`config.mk`:
```
export PLATFORM = sky130hd
export DESIGN_NAME = che_step_unit
export DESIGN_NICKNAME = d
export VERILOG_FILES = /design/src/che_pkg.sv /design/src/che_step_unit.sv
export SDC_FILE = /design/constraint.sdc
export NUM_CORES = 1
export LEC_CHECK = 0
export BUFFER_PORTS_ARGS = -buffer_cell sky130_fd_sc_hd__buf_2
export CAP_MARGIN = 20
export CORE_ASPECT_RATIO = 0.8
export CORE_MARGIN = 4
export CORE_UTILIZATION = 35
export DETAILED_ROUTE_END_ITERATION = 12
export PLACE_DENSITY = 0.68
export SLEW_MARGIN = 20
export SYNTH_ARGS = -nofsm -noshare
export SYNTH_HDL_FRONTEND = slang
export SYNTH_SLANG_ARGS = --single-unit
```
`constraint.sdc`:
```
create_clock -name vclk -period 9.1
set_clock_uncertainty 0.1 [all_clocks]
set_input_delay 2.275 -clock vclk [all_inputs]
set_output_delay 2.275 -clock vclk [all_outputs]
set_load 0.02 [all_outputs]
```
`src/che_pkg.sv`:
```
// ----------------------------------------------------------------------------
// che_pkg: shared types and constants for the canonical Huffman encoder
// Alphabet and code sizes, command and status codes, sequencer states and
// the control word of the shared step unit.
// ----------------------------------------------------------------------------
package che_pkg;

   localparam int SYMBOL_COUNT = 512;
   localparam int SYM_W        = $clog2(SYMBOL_COUNT);
   localparam int MAX_CODE_LEN = 32;
   localparam int LEN_W        = $clog2(MAX_CODE_LEN + 1);
   localparam int HIST_DEPTH   = MAX_CODE_LEN + 1;
   localparam int HIST_AW      = $clog2(HIST_DEPTH);
   localparam int HIST_W       = $clog2(SYMBOL_COUNT + 1);
   localparam int CODE_W       = 32;

   typedef enum logic [1:0] {
      CMD_SET    = 2'd0,
      CMD_BUILD  = 2'd1,
      CMD_ENCODE = 2'd2,
      CMD_NOP    = 2'd3
   } che_cmd_type;

   typedef enum logic [1:0] {
      ST_OK        = 2'd0,
      ST_NO_CODE   = 2'd1,
      ST_TOO_LONG  = 2'd2,
      ST_NOT_BUILT = 2'd3
   } che_status_type;

   typedef enum logic [3:0] {
      S_CLEAR,
      S_IDLE,
      S_SET_OLD,
      S_SET_DEC,
      S_SET_RDN,
      S_SET_INC,
      S_ENC,
      S_LEN_RD,
      S_LEN_ADD,
      S_SYM_RD,
      S_SYM_CHK,
      S_SYM_WR
   } che_state_type;

   typedef enum logic [1:0] {
      ALU_HIST_DEC,
      ALU_HIST_INC,
      ALU_CODE_STEP,
      ALU_NEXT_INC
   } che_alu_op_type;

   typedef struct packed {
      che_alu_op_type op;
      logic           first_len;
   } che_alu_ctl_type;

endpackage

```
`src/che_step_unit.sv`:
```
// ----------------------------------------------------------------------------
// che_step_unit: shared add/shift unit of the encoder sequencer
// One adder serves histogram updates, the first-code recurrence
// (code + count) << 1 and the per-length next-code increment.
// ----------------------------------------------------------------------------
module che_step_unit
   import che_pkg::*;
(
   input  che_alu_ctl_type    ctl,
   input  logic [CODE_W-1:0]  code_acc,
   input  logic [HIST_W-1:0]  hist_data,
   input  logic [CODE_W-1:0]  next_data,
   output logic [CODE_W-1:0]  result
);

   logic [CODE_W-1:0] opa;
   logic [CODE_W-1:0] opb;
   logic [CODE_W-1:0] sum;
   logic [CODE_W-1:0] hist_ext;

   assign hist_ext = {{(CODE_W-HIST_W){1'b0}}, hist_data};

   always_comb begin
      opa = code_acc;
      opb = '0;
      case (ctl.op)
         ALU_HIST_DEC: begin
            opa = hist_ext;
            opb = '1;
         end
         ALU_HIST_INC: begin
            opa = hist_ext;
            opb = CODE_W'(1);
         end
         ALU_CODE_STEP: begin
            // no codes are shorter than length one
            opa = code_acc;
            opb = ctl.first_len ? '0 : hist_ext;
         end
         ALU_NEXT_INC: begin
            opa = next_data;
            opb = CODE_W'(1);
         end
         default: begin
            opa = code_acc;
            opb = '0;
         end
      endcase
   end

   assign sum    = opa + opb;
   assign result = (ctl.op == ALU_CODE_STEP) ? {sum[CODE_W-2:0], 1'b0} : sum;

endmodule

```
## Yosys cells after proc, flatten, opt, wreduce, memory -nomap -nowiden

Index checks and enable logic that the tools add are counted.

| word-level totals | value |
|---|---|
| bits in registers | 0 |
| input port bits | 77 |
| word-level logic and storage cells | 11 |

| operators by class | value |
|---|---|
| add/sub/neg operators | 1 |
| equal/unequal tests | 3 |
| mux-type cells | 4 |
| reduce and logical (&&, ||, !) cells | 3 |

Operators by type and width:

| cell | number |
|---|---|
| $pmux W32 S3 | 2 |
| $add A32 B32 Y32 | 1 |
| $mux W32 | 1 |
| $mux W10 | 1 |
| $eq A2 B2 Y1 const B | 2 |
| $reduce_or A2 Y1 | 2 |
| $eq A2 B1 Y1 const B | 1 |
| $logic_not A2 Y1 | 1 |

## Longest topological paths before layout

| logic depth | value |
|---|---|
| depth after elaboration | 5 |
| gate-level depth with buffers | 17 |
| depth with buffers taken out | 12 |

## Worst setup path after synthesis

No wires, ideal clock.

| timing path | value |
|---|---|
| kind | input-to-output |
| start | input ctl[2] (netlist bit) |
| end | output result[21] |
| arrival time | 6,092 ps |
| setup slack | 633 ps |
| stages | 17 |
| path through | buf_2 -> buf_2 -> clkbuf_1 -> clkbuf_1 -> buf_1 -> nor2_1 -> a21oi_1 -> ha_1 -> inv_1 -> fa_1 -> nand2b_1 -> a2111oi_4 -> a211oi_4 -> nor3_4 -> mux2_1 -> o22ai_1 -> a311oi_1 |

| on the way | value |
|---|---|
| cells in the longest elaborated chain, start to end | 5 |
| elaborated cells on any way between the ends | 10 |
| classes of those cells | add/sub (1); eq/ne (3); mux (3); reduce/logical (3) |

Ends and longest elaborated chain:

| what | RTL line | text |
|---|---|---|
| from (decl) | che_step_unit.sv:9 | `input che_alu_ctl_type ctl,` |
| $eq A2 B1 Y1, or another cell as far along | che_step_unit.sv:26 | `case (ctl.op)` |
| $reduce_or A2 Y1 (no source line) | - |  |
| $pmux W32 S3 | che_step_unit.sv:26 |  |
| $add A32 B32 Y32 | che_step_unit.sv:51 | `assign sum = opa + opb;` |
| $mux W32 (*) | che_step_unit.sv:52 | `assign result = (ctl.op == ALU_CODE_STEP) ? {sum[CODE_W-2:0], 1'b0} : sum;` |
| to (decl) | che_step_unit.sv:13 | `output logic [CODE_W-1:0] result` |

Every way passes the cells marked *; elsewhere a longest branch is shown, timed or not.

## Worst setup path in the final report

| timing path | value |
|---|---|
| start | input ctl[1] (netlist bit) |
| end | output result[26] |

The elaborated chain is that of the path after synthesis.

==> impl_metrics.ini <==
[run_status]
status = completed

[critical_path]
slowest_delay_ns = 0.81
crit_chain = buf_2, mux2i_1, a21oi_1, ha_1, o21ai_0, o21bai_1, o22ai_1, a2111oi_4, and2_1, mux2i_1, a221oi_1, buf_2
critPathKind = in2out
cp_max_fo = 33
crit_slowest_cell = a2111oi_4
critPathCaptureType = output pin
required_ns = 6.73
crit_family = compound AO/OA/AOI/OAI gates
crit_buf_inv = 2
cp-start-kind = input port
worstPathArrival_ns = 5.88

[sta]
setup_tns_ns = 0
max_clock_freq_mhz = 121
final-max-slew-violation-count = 0
final_hold_viol_count = 0
fin_hold_ws_ns = 4.86
min_period_ns = 8.26
setup_viol_count_final = 0
rsz0062_at_grt = no
relSlewSlack_pct = 47.7
post-route-period-util_pct = 90.8
tightest_slew_ns = 0.785
worst_slack_ns = 0.841

[finish]
area_growth_pct = 24.8
regArea_sq_um = 0
fillers = 670
nFlopsAndLatches = 0
n_clock_buffer = 0
design_area_sq_um = 2910
n_antenna_cell = 0
drive_above_1_share_pct = 29.3
multi_input_area_sq_um = 2200
final_util_pct = 45.3
layoutNonFillerInstCount = 535
nets = 541

[power]
ir_worst_vdd_uv = 29.6
powerDensity_nw_per_um2 = 77.3
power_uw = 225
p_leak_nw = 1.29

[global_routing]
grt_overflow = 0
grt_pass1_wl_microns = 12200
antenna_found_initial = 0
grt_pass1_vias = 2608
globalRouteTotalUtil_pct = 17.6
grt_max_degree = 44

[placed_design]
portBuffers = 108
dp_cells = 535
gp_congestion = 0.877
placed_area_sq_um = 2910
place_ws_ns = 0.855
place_hpwl_microns = 6120

[yosys]
avgSynthCellArea_sq_um = 6.47
netlist_area_sq_um = 2330
synthDistinctLibCells = 66
yosysWarnings = 0
synth_nets = 448
ys_seq_area_share_pct = 0
synthCells = 360

[detailed_routing]
first_iter_violations = 189
drc_errors = 0
dr.pass1.iters = 5
via_count = 2882
wl_microns = 7610
viasPerCell = 5.39
wl_per_cell_microns = 14.2
final_antenna_net_count = 0

[flow_run]
max-cap-violations = 0

[clocking]
holdBufCountCts = 0
cts_setup_buffers = 0
post_cts_resized = 0

[floorplan]
start_util_pct = 36.3
die_h_microns = 81.0
io_pins = 109
row_count = 26
coreArea_sq_um = 6410
die_w_microns = 99.2
die_area_sq_um = 8030

[worst_hold_path]
hold_class = in2out
-- cells in the mapped netlist, drive strengths merged (4+ instances only) --
master	instances	share of area, %
nor3b	6	2.1
a21oi	43	9.2
nand3	19	4.8
a21o	5	1.6
inv	7	1.1
mux2i	17	7.3
nand4	5	1.6
nand2b	14	3.8
xnor2	15	5.6
a2bb2oi	4	2.0
nand2	60	9.7
clkbuf	6	0.97
xor2	14	5.3
a22oi	7	2.9
nor2	31	5.0
ha	10	5.4
and2	6	1.6
nor3	4	1.3
buf	16	3.6
o22ai	5	1.6
o21ai	24	5.3
-- cell usage in the layout (no fill, tap or decap), types with 7 or more instances in the layout --
cell type / instances
buf_2: 108
o21ai_0: 19
a21oi_1: 43
ha_1: 10
xnor2_1: 15
inv_1: 7
nand2_1: 60
nand2b_1: 14
mux2i_1: 17
nor2_1: 31
nand3_1: 17
xor2_1: 14
-- final cells by class --
| cell class | instances | share of cell area, % |
|---|---|---|
| multi-input cells | 331 | 75.6 |
| repair buffers | 113 | 19.9 |
| well taps | 84 | 3.62 |
| inverters | 7 | 0.904 |
-- power breakdown --
group / leakage [nW] / internal (mW) / total [mW] / switching [mW]
combinational: 1.29 / 0.0859 / 0.225 / 0.139
clock: 0 / 0 / 0 / 0
sequential: 0 / 0 / 0 / 0
total: 1.29 / 0.0859 / 0.225 / 0.139
-- logic make-up after synthesis --
| family | share of synthesized area [%] |
|---|---|
| compound gates | 34.4 |
| xor+xnor | 10.9 |
| fa+ha+maj | 6.23 |
| buf+inv | 5.70 |
| mux | 8.27 |
| simple gates | 34.4 |
-- path summary, 6_finish.rpt --
check | start | to | slack [ns] | depth (start not counted)
worst max-delay path | ctl[1] | result[26] | 0.84 | 12
worst min-delay path | code_acc[21] | result[22] | 4.86 | 4
-- routing by layer --
metal	vias up	GRT usage, %	part of all wire, %
met5	-	0	0
met4	0	0.136	0
met3	0	1.20	5.7
met2	85	30.2	47
met1	1299	25.5	48
li1	1498	-	-
No activity file was read; power rests on OpenSTA's default activity.
